--- src/design/mtt_pkg.sv ---
// ----------------------------------------------------------------------------
// mtt_pkg
// Shared types, codes and sizes for the multi-timer table: entry layout,
// operation and result codes, and the control bundle for the head cell.
// ----------------------------------------------------------------------------
`default_nettype none

package mtt_pkg;

  // table geometry
  localparam int NUM_TIMERS  = 16;
  localparam int MAX_RESULTS = 16;
  localparam int CW          = (NUM_TIMERS > 1) ? $clog2(NUM_TIMERS) : 1;
  localparam int IW          = (CW > 4) ? CW : 4;
  localparam int RW          = $clog2(MAX_RESULTS + 1);

  // operation codes
  localparam logic [2:0] OP_ALLOC       = 3'd0;
  localparam logic [2:0] OP_FREE        = 3'd1;
  localparam logic [2:0] OP_SET_DATA    = 3'd2;
  localparam logic [2:0] OP_SET_TIMEOUT = 3'd3;
  localparam logic [2:0] OP_TICK        = 3'd4;

  // result kinds
  localparam logic [2:0] K_DONE    = 3'd0;
  localparam logic [2:0] K_ALLOC   = 3'd1;
  localparam logic [2:0] K_FAIL    = 3'd2;
  localparam logic [2:0] K_EXPIRED = 3'd3;
  localparam logic [2:0] K_NOEXP   = 3'd4;

  // entry status codes
  localparam logic [1:0] ST_FREE  = 2'd0;
  localparam logic [1:0] ST_ALLOC = 2'd1;
  localparam logic [1:0] ST_RUN   = 2'd2;

  typedef struct packed {
    logic [1:0]  status;
    logic [31:0] timeout;
    logic [7:0]  data;
  } entry_t;

  // control into the head cell
  typedef struct packed {
    logic [2:0]  op;
    logic        hit;
    logic        found;
    logic [31:0] timeout;
    logic [7:0]  data;
  } proc_ctl_t;

  // events out of the head cell
  typedef struct packed {
    logic claim;
    logic expire;
  } proc_evt_t;

  typedef enum logic [1:0] {
    S_IDLE,
    S_WALK,
    S_FINISH
  } state_t;

endpackage

`default_nettype wire

--- src/design/mtt_cell.sv ---
// ----------------------------------------------------------------------------
// mtt_cell
// One storage stage of the timer ring: holds one entry and loads its input
// entry (its neighbor's, or the updated head entry at the tail) on every shift cycle.
// ----------------------------------------------------------------------------
`default_nettype none

module mtt_cell (
  input  wire logic            clk,
  input  wire logic            rst,
  input  wire logic            shift,
  input  wire mtt_pkg::entry_t d,
  output mtt_pkg::entry_t      q
);

  // entry register, cleared to a free entry at reset
  always_ff @(posedge clk) begin
    if (rst) begin
      q <= '0;
    end else if (shift) begin
      q <= d;
    end
  end

endmodule

`default_nettype wire

--- src/design/mtt_proc.sv ---
// ----------------------------------------------------------------------------
// mtt_proc
// Head-of-ring update: applies the current operation to the entry that sits
// at the head of the ring and reports claim and expiry events.
// ----------------------------------------------------------------------------
`default_nettype none

module mtt_proc (
  input  wire mtt_pkg::entry_t    head,
  input  wire mtt_pkg::proc_ctl_t ctl,
  output mtt_pkg::entry_t         upd,
  output mtt_pkg::proc_evt_t      evt
);

  logic [31:0] dec;

  assign dec = head.timeout - 32'd1;

  // per-operation entry update
  always_comb begin
    upd        = head;
    evt.claim  = 1'b0;
    evt.expire = 1'b0;
    case (ctl.op)
      mtt_pkg::OP_ALLOC: begin
        if (!ctl.found && head.status == mtt_pkg::ST_FREE) begin
          upd.status = mtt_pkg::ST_ALLOC;
          evt.claim  = 1'b1;
        end
      end
      mtt_pkg::OP_FREE: begin
        if (ctl.hit) begin
          upd.status = mtt_pkg::ST_FREE;
        end
      end
      mtt_pkg::OP_SET_DATA: begin
        if (ctl.hit) begin
          upd.data = ctl.data;
        end
      end
      mtt_pkg::OP_SET_TIMEOUT: begin
        if (ctl.hit) begin
          upd.timeout = ctl.timeout;
          upd.status  = mtt_pkg::ST_RUN;
        end
      end
      mtt_pkg::OP_TICK: begin
        if (head.status == mtt_pkg::ST_RUN) begin
          upd.timeout = dec;
          if (dec == 32'd0) begin
            upd.status = mtt_pkg::ST_ALLOC;
            evt.expire = 1'b1;
          end
        end
      end
      default: begin
      end
    endcase
  end

endmodule

`default_nettype wire

--- src/design/multi_timer_table_core.sv ---
// Sequence: an accepted item walks the ring in S_WALK, bringing each entry to the
// head cell in index order, then S_FINISH loads the final result into the output
// register; output stalls during a tick walk or in S_FINISH pause the item.
// Throughput: no new item is taken until the core is back in S_IDLE, since the
// ring rotation brings every entry past the single head update cell.
// Reset: synchronous; all entries free with zero timeout and data, tick count zero.
// ----------------------------------------------------------------------------
// multi_timer_table_core
// Table of software timers kept in a ring of cells. Each transaction rotates
// the ring once, so every entry passes the head update cell in index order.
// ----------------------------------------------------------------------------
`default_nettype none

module multi_timer_table_core (
  input  wire logic        clk,
  input  wire logic        rst,
  input  wire logic        in_valid,
  output logic             in_stall,
  input  wire logic [2:0]  operation,
  input  wire logic [3:0]  timer_index,
  input  wire logic [31:0] timeout_ticks,
  input  wire logic [7:0]  data_byte,
  output logic             out_valid,
  input  wire logic        out_stall,
  output logic [2:0]       result_kind,
  output logic [3:0]       entry_index,
  output logic [7:0]       expired_data,
  output logic [31:0]      ticks_seen,
  output logic             last
);

  mtt_pkg::state_t state, state_next;
  logic [mtt_pkg::CW-1:0] cnt, cnt_next;
  logic                   found, found_next;
  logic                   pend_valid, pend_valid_next;
  logic [mtt_pkg::RW-1:0] nres, nres_next;
  logic                   out_valid_next;
  logic [31:0]            tick_total, tick_total_next;

  logic [2:0]  op_reg, op_reg_next;
  logic [3:0]  idx_reg, idx_reg_next;
  logic [31:0] tmo_reg, tmo_reg_next;
  logic [7:0]  dat_reg, dat_reg_next;
  logic [3:0]  alloc_idx, alloc_idx_next;
  logic [3:0]  pend_idx, pend_idx_next;
  logic [7:0]  pend_data, pend_data_next;
  logic [2:0]  result_kind_next;
  logic [3:0]  entry_index_next;
  logic [7:0]  expired_data_next;
  logic [31:0] ticks_seen_next;
  logic        last_next;

  mtt_pkg::entry_t    chain [mtt_pkg::NUM_TIMERS];
  mtt_pkg::entry_t    upd;
  mtt_pkg::proc_ctl_t ctl;
  mtt_pkg::proc_evt_t evt;
  logic               shift;
  logic               out_free;
  logic               capture;
  logic               push;

  // ring of entry cells, head at position zero, updated entry enters the tail
  for (genvar k = 0; k < mtt_pkg::NUM_TIMERS; k++) begin : g_cell
    mtt_pkg::entry_t d;
    if (k == mtt_pkg::NUM_TIMERS - 1) begin : g_tail
      assign d = upd;
    end else begin : g_mid
      assign d = chain[k+1];
    end
    mtt_cell u_cell (
      .clk   (clk),
      .rst   (rst),
      .shift (shift),
      .d     (d),
      .q     (chain[k])
    );
  end

  // head update
  always_comb begin
    ctl.op      = op_reg;
    ctl.hit     = (mtt_pkg::IW'(cnt) == mtt_pkg::IW'(idx_reg));
    ctl.found   = found;
    ctl.timeout = tmo_reg;
    ctl.data    = dat_reg;
  end

  mtt_proc u_proc (
    .head (chain[0]),
    .ctl  (ctl),
    .upd  (upd),
    .evt  (evt)
  );

  assign in_stall = (state != mtt_pkg::S_IDLE);
  assign out_free = !out_valid || !out_stall;
  assign capture  = evt.expire && (nres < mtt_pkg::RW'(mtt_pkg::MAX_RESULTS));
  assign push     = capture && pend_valid;

  // next state and result register loading
  always_comb begin
    state_next        = state;
    cnt_next          = cnt;
    found_next        = found;
    pend_valid_next   = pend_valid;
    nres_next         = nres;
    out_valid_next    = out_valid && out_stall;
    tick_total_next   = tick_total;
    op_reg_next       = op_reg;
    idx_reg_next      = idx_reg;
    tmo_reg_next      = tmo_reg;
    dat_reg_next      = dat_reg;
    alloc_idx_next    = alloc_idx;
    pend_idx_next     = pend_idx;
    pend_data_next    = pend_data;
    result_kind_next  = result_kind;
    entry_index_next  = entry_index;
    expired_data_next = expired_data;
    ticks_seen_next   = ticks_seen;
    last_next         = last;
    shift             = 1'b0;
    case (state)
      mtt_pkg::S_IDLE: begin
        if (in_valid) begin
          op_reg_next     = operation;
          idx_reg_next    = timer_index;
          tmo_reg_next    = timeout_ticks;
          dat_reg_next    = data_byte;
          cnt_next        = '0;
          found_next      = 1'b0;
          pend_valid_next = 1'b0;
          nres_next       = '0;
          if (operation == mtt_pkg::OP_TICK) begin
            tick_total_next = tick_total + 32'd1;
          end
          state_next = mtt_pkg::S_WALK;
        end
      end
      mtt_pkg::S_WALK: begin
        if (!push || out_free) begin
          shift = 1'b1;
          if (evt.claim) begin
            found_next     = 1'b1;
            alloc_idx_next = 4'(cnt);
          end
          // hold the newest expiry back so the final one can carry last
          if (capture) begin
            pend_valid_next = 1'b1;
            pend_idx_next   = 4'(cnt);
            pend_data_next  = chain[0].data;
            nres_next       = nres + mtt_pkg::RW'(1);
          end
          if (push) begin
            out_valid_next    = 1'b1;
            result_kind_next  = mtt_pkg::K_EXPIRED;
            entry_index_next  = pend_idx;
            expired_data_next = pend_data;
            ticks_seen_next   = tick_total;
            last_next         = 1'b0;
          end
          if (cnt == mtt_pkg::CW'(mtt_pkg::NUM_TIMERS - 1)) begin
            cnt_next   = '0;
            state_next = mtt_pkg::S_FINISH;
          end else begin
            cnt_next = cnt + mtt_pkg::CW'(1);
          end
        end
      end
      mtt_pkg::S_FINISH: begin
        if (out_free) begin
          out_valid_next    = 1'b1;
          ticks_seen_next   = tick_total;
          last_next         = 1'b1;
          entry_index_next  = 4'd0;
          expired_data_next = 8'd0;
          if (op_reg == mtt_pkg::OP_ALLOC) begin
            if (found) begin
              result_kind_next = mtt_pkg::K_ALLOC;
              entry_index_next = alloc_idx;
            end else begin
              result_kind_next = mtt_pkg::K_FAIL;
            end
          end else if (op_reg == mtt_pkg::OP_TICK) begin
            if (pend_valid) begin
              result_kind_next  = mtt_pkg::K_EXPIRED;
              entry_index_next  = pend_idx;
              expired_data_next = pend_data;
            end else begin
              result_kind_next = mtt_pkg::K_NOEXP;
            end
          end else begin
            result_kind_next = mtt_pkg::K_DONE;
          end
          pend_valid_next = 1'b0;
          state_next      = mtt_pkg::S_IDLE;
        end
      end
      default: begin
        state_next = mtt_pkg::S_IDLE;
      end
    endcase
  end

  // control registers
  always_ff @(posedge clk) begin
    if (rst) begin
      state      <= mtt_pkg::S_IDLE;
      cnt        <= '0;
      found      <= 1'b0;
      pend_valid <= 1'b0;
      nres       <= '0;
      out_valid  <= 1'b0;
      tick_total <= 32'd0;
    end else begin
      state      <= state_next;
      cnt        <= cnt_next;
      found      <= found_next;
      pend_valid <= pend_valid_next;
      nres       <= nres_next;
      out_valid  <= out_valid_next;
      tick_total <= tick_total_next;
    end
  end

  // payload registers
  always_ff @(posedge clk) begin
    op_reg       <= op_reg_next;
    idx_reg      <= idx_reg_next;
    tmo_reg      <= tmo_reg_next;
    dat_reg      <= dat_reg_next;
    alloc_idx    <= alloc_idx_next;
    pend_idx     <= pend_idx_next;
    pend_data    <= pend_data_next;
    result_kind  <= result_kind_next;
    entry_index  <= entry_index_next;
    expired_data <= expired_data_next;
    ticks_seen   <= ticks_seen_next;
    last         <= last_next;
  end

`ifndef NO_ASSERTIONS
  // an accepted transaction starts a walk at the head entry
  a_accept_walk: assert property (@(posedge clk) disable iff (rst)
    (in_valid && !in_stall) |=> (state == mtt_pkg::S_WALK && cnt == '0))
    else $error("walk did not start after accept");

  // reported expiries never exceed the per-tick limit
  a_nres_cap: assert property (@(posedge clk) disable iff (rst)
    nres <= mtt_pkg::RW'(mtt_pkg::MAX_RESULTS))
    else $error("expiry count above limit");

  // a held expiry only exists for a tick
  a_pend_tick: assert property (@(posedge clk) disable iff (rst)
    pend_valid |-> (op_reg == mtt_pkg::OP_TICK))
    else $error("held expiry outside a tick");

  // a result pushed mid-walk is never marked final
  a_mid_not_last: assert property (@(posedge clk) disable iff (rst)
    (state == mtt_pkg::S_WALK && push && out_free) |=> (out_valid && !last))
    else $error("mid-walk result marked last");
`endif

endmodule

`default_nettype wire

--- config.mk ---
export PLATFORM = sky130hd
export DESIGN_NAME = multi_timer_table_core
export DESIGN_NICKNAME = d
export VERILOG_FILES = /design/src/design/mtt_pkg.sv /design/src/design/mtt_cell.sv /design/src/design/mtt_proc.sv /design/src/design/multi_timer_table_core.sv
export SDC_FILE = /design/constraint.sdc
export NUM_CORES = 2
export LEC_CHECK = 0
export ABC_AREA = 0
export ABC_CLOCK_PERIOD_IN_PS = 17700
export BUFFER_PORTS_ARGS = -buffer_cell sky130_fd_sc_hd__buf_2
export CAP_MARGIN = 20
export CORE_ASPECT_RATIO = 0.8
export CORE_UTILIZATION = 51
export CTS_BUF_LIST = sky130_fd_sc_hd__clkbuf_4 sky130_fd_sc_hd__clkbuf_8
export DETAILED_ROUTE_END_ITERATION = 10
export GPL_TIMING_DRIVEN = 0
export PLACE_DENSITY_LB_ADDON = 0.05
export SYNTH_ARGS = -nofsm -noshare
export SYNTH_HDL_FRONTEND = slang
export SYNTH_HIERARCHICAL = 1
export SYNTH_SLANG_ARGS = --single-unit
--- constraint.sdc ---
create_clock -name clk -period 17.7 [get_ports clk]
set_input_delay 1.77 -clock clk [delete_from_list [all_inputs] [get_ports clk]]
set_output_delay 1.77 -clock clk [all_outputs]
set_load 0.005 [all_outputs]
## Yosys cells after proc, flatten, opt, wreduce, memory -nomap -nowiden

Cells that the tools add are included.

- Register bits after elaboration: 829
- Input port bits: 51
- Output and inout port bits: 50
- Word-level logic and storage cells: 189

- $add $sub $neg: 4
- Magnitude comparators: 1
- Eq/ne operators: 17
- Muxes and demuxes: 72
- Reduce and logical (&&, ||, !) cells: 28

Operators by type and width:

| kind | count |
|---|---|
| 32-bit case mux with 2 select lines | 2 |
| 32-bit two-way mux | 3 |
| 34-bit two-way mux | 2 |
| 8-bit two-way mux | 8 |
| 4-bit two-way mux | 10 |
| 32-bit by 1-bit adder with 32-bit output, second input constant | 1 |
| 32-bit logical NOT | 1 |
| 32-bit by 1-bit subtractor with 32-bit output, second input constant | 1 |
| 1-bit two-way mux | 19 |
| 3-bit two-way mux | 6 |
| 2-bit two-way mux | 8 |
| 4-bit case mux with 2 select lines | 2 |
| 8-bit case mux with 2 select lines | 1 |
| 4-bit AND reduction | 4 |
| 5-bit two-way mux | 3 |
| 2-bit inequality test, second input constant | 7 |
| 3-bit AND reduction | 4 |
| 5-bit case mux with 2 select lines | 1 |
| 2-bit case mux with 4 select lines | 1 |
| 3-bit by 2-bit equality test with 1-bit output, second input constant | 2 |
| 3-bit equality test, second input constant | 2 |
| 1-bit case mux with 2 select lines | 3 |
| 2-bit case mux with 3 select lines | 1 |
| 3-bit case mux with 2 select lines | 1 |
| 18 further kinds | 29 |

## Depth between registers and ports, before layout

- Depth in word-level cells: 11
- Depth in mapped cells: 15
- Depth with buffers taken out: 12

## Hierarchy

The synthesis kept the hierarchy.

By module, submodules not included:

| module | instances | cells an instance | area an instance (um2) | seq. area each (um2) |
|---|---|---|---|---|
| mtt_cell | 16 | 136 | 1534.0 | 840.8 |
| multi_timer_table_core | 1 | 431 | 5938.2 | 4254.1 |
| mtt_proc | 1 | 275 | 1706.6 | 0.0 |

## Least setup slack after synthesis

OpenSTA, ideal clock, no wires.

- Path type: reg2reg
- From: register g_cell[0].u_cell/q[8] in the netlist's numbering
- To: register entry_index[0] (enable)
- Library setup time: 0.469 ns
- Arrival time: 5.063 ns
- Data required time: 17.231 ns
- Path slack: 12.168 ns
- Cell stages (with the launch flop): 12
- Buffers on the path: 1
- Clock period less this slack: 5.532 ns
- Cells stage by stage: dfxtp_1 > inv_1 > ha_1 > buf_2 > nor4b_4 > nand3_2 > o31a_1 > or4_4 > nor4_2 > and3_1 > nand4b_1 > a21oi_1

RTL lines:

| what | line | source |
|---|---|---|
| start, declared | mtt_cell.sv:13 | `output mtt_pkg::entry_t q` |
| start signal, assigned | mtt_cell.sv:19 | `q <= '0;` |
| start signal, assigned | mtt_cell.sv:21 | `q <= d;` |
| end signal, assigned | multi_timer_table_core.sv:235 | `entry_index <= entry_index_next;` |
| end, declared | multi_timer_table_core.sv:26 | `output logic [3:0] entry_index,` |

==> qor.yml <==
outcome: "complete, no violations"
synth-compound-area-share_pct: 3.355
synth_fa_ha_area_share_pct: 0.3887
die_h_um: 226.7
postCtsSetupBuffers: 0
fin_crit_ps: 5105
ant_nets: 0
hold_start: "tick_total[13]"
start_util_pct: 52.15
path_class: "reg2reg"
synth_top_family_by_area: "multiplexers"
firstDrtPassIters: 7
holdBufCountCts: 0
min_to: "ticks_seen[13]"
clk_pin_slew_ps: 60
num-nets-final: 3181
cts_tree: "built"
maxCapViolations: 0
die_x_um: 282.9
r2r_slack_ps: 12600
port_buffers: 100
drive_above_1_share_pct: 16.22
root_buffer: "clkbuf_8"
synth_xor_area_share_pct: 0.4081
top_register: "g_cell.u_cell/q"
worstSkewPairLatency_ps: 770
p_per_area_nw_per_um2: 129.3
clk_path_buf_depth: 3
skew_ps: 34.17
critPathCaptureType: "flip-flop"
die_area_um2: 64130
ys_seq_area_share_pct: 55.01
place_hpwl_um: 54540
mappedNetlistArea_um2: 32190
finalSetupTns_ps: 0
rows: 81
drcViolationCount: 0
ioPinCount: 101
timing_worst_slew_pin_value_ps: 1093
crit_required_ps: 18350
rsz0062_at_grt: "no"
diodes: 0
ys_ff_latch: 829
holdPathStages: 0
gp_congestion: 0.9179
placedInstanceArea_um2: 33800
grt_use_total_pct: 24.84
h-tree-depth: 4
area_growth_pct: 13.83
yosysWarnings: 6
synthMuxAreaShare_pct: 21.31
synth-simple-area-share_pct: 13.10
hold_ws_ps: 462.7
grt_pass1_vias: 20940
crit_path_top_delay_cell: "or4_4"
reg2reg_to: "g_cell[10].u_cell/q[13]"
setup_violations: 0
clock-sinks: 829
viasPerCell: 5.281
power_leakage_nw: 14.06
r2r_start: "g_cell[0].u_cell/q[8]"
dpl.cell_count: 3815
grt_pass1_wl_um: 120900
final-max-slew-violation-count: 0
synth_cell_types: 75
critPathLaunchType: "flip-flop"
wl_um: 78440
cts-resized-gates: 0
grt_overflow: 0
final_area_um2: 36640
wl_per_cell_um: 19.38
vias: 21380
n_fill_cell: 5161
cp_max_fo: 13
slowest_delay_ps: 540
fin_crit_sh_pct: 28.84
ir_drop_uv: 68.04
timing.fmax_ghz: 0.1959
worst_r2r_path_depth: 16
worstPathCellList: "inv_1 > ha_1 > buf_2 > nor4b_4 > nand3_2 > o31a_1 > or4_4 > nor4_2 > and3_1 > nor2b_1 > a31oi_2 > buf_6 > buf_6 > buf_12 > mux2i_1 > nor2_1"
grt_max_degree: 31
yosys_most_used_dff: "dfxtp_1"
synth_async_sr_flop_share_pct: 0
drtIter0Drc: 1541
fin_cells: 4048
syn-num-nets: 2943
netlist_instances: 2882
antenna_found_initial: 1
crit_top_cell: "buf_6"
fp.coreArea_um2: 61720
relSlewSlack_pct: 27.13
syn_avg_cell_area_um2: 11.17
cp.arrival_ps: 5750
largest_register_ffs: 672
hold_violations: 0
hold_class: "reg2reg"
synth_edf_count: 111
cts_buffers: 133
worst max path at each step:
stage / from / endpoint / slack (ps) / cells past startpoint
2_1_floorplan: g_cell[0].u_cell/q[8] / entry_index[0] / 12170 / 11
3_3_place_gp: g_cell[0].u_cell/q[8] / expired_data[5] / 10390 / 11
3_5_place_dp: g_cell[0].u_cell/q[8] / g_cell[10].u_cell/q[13] / 12700 / 16
4_1_cts: g_cell[0].u_cell/q[8] / g_cell[10].u_cell/q[13] / 12670 / 16
5_1_grt: g_cell[0].u_cell/q[8] / g_cell[3].u_cell/q[11] / 12350 / 16
6_report: g_cell[0].u_cell/q[8] / g_cell[10].u_cell/q[13] / 12600 / 16
layout by cell type (no fill, tap or decap), drive strengths merged, types with 12 or more instances in the layout:
master  Yosys  layout
a21oi      43      43
and3       12      12
buf       168     271
clkbuf     25     240
dfxtp     718     718
edfxtp    111     111
inv        22      24
mux2i     675     675
nand2      66      66
nand3      31      31
nand4      18      18
nor2      713     713
nor3       28      28
nor4       21      21
o21ai      25      25
o31ai      20      20
or4        29      29
power by group:
part | switching [mW] | total (mW) | internal (mW)
registers | 0.0271 | 1.99 | 1.96
clock network | 0.735 | 1.72 | 0.982
logic | 0.535 | 1.03 | 0.495
cell usage after synthesis, drive strengths merged (10+ instances only):
cell type  count  area share, %
o21ai         25           0.39
o31ai         20           0.47
clkbuf        25           0.29
dfxtp        718             45
nand2         66           0.77
edfxtp       111             10
nand4         18           0.37
and2          10           0.19
nor2         713            8.3
a221o         10           0.31
and3          12           0.24
inv           22           0.26
or4           29           0.70
ha            10           0.39
a21oi         43           0.67
mux2i        675             21
nand3         31           0.50
nor3          28           0.47
nor4          21           0.47
buf          168            5.9
per-stage QoR:
step | total power [mW] | util [%] | setup slack (ps)
2_1_floorplan | 2.837 | - | 12170
3_3_place_gp | 3.043 | 54.65 | 10390
3_5_place_dp | 3.060 | 54.76 | 12700
4_1_cts | 4.781 | 59.36 | 12670
5_1_grt | 4.912 | 59.36 | 12350
6_report | 4.737 | 59.36 | 12600
cell families (layout without fill, tap and decap cells):
group / after synthesis / count (layout)
compound gates: 156 / 156
fa+ha+maj: 10 / 10
mux: 684 / 684
simple gates: 973 / 973
xor+xnor: 15 / 15
buf+inv: 215 / 551
flops: 829 / 829
worst max-delay path, delay by kind of cell (launching register included):
family                   cells  cell delay [ps]
buffers and inverters        5              920
flip-flops                   1              440
AO/OA/AOI/OAI                2              560
AND/OR/NAND/NOR              7             2680
adder cells (fa/ha/maj)      1              140
multiplexers                 1              210
layout make-up:
class | count | area [um2] | share of cell area (%)
Inverter | 22 | 82.58 | 0.2254
Buffer | 193 | 1988 | 5.426
Clock buffer | 215 | 2671 | 7.291
Timing Repair Buffer | 103 | 551.8 | 1.506
Clock inverter | 18 | 171.4 | 0.4678
Tap cell | 830 | 1039 | 2.834
Sequential cell | 829 | 17710 | 48.33
Multi-Input combinational cell | 1838 | 12430 | 33.92
routing by layer:
metal | vias up | part of all wire (%) | GRT usage [%] | routed length (um)
li1 | 10510 | - | - | -
met1 | 10180 | 49 | 35.80 | 38520
met2 | 575 | 42 | 36.11 | 33180
met3 | 119 | 5.6 | 4.987 | 4386
met4 | 0 | 3.0 | 10.22 | 2350
met5 | - | 0 | 0 | 0
No activity file was read; power rests on OpenSTA's default activity.
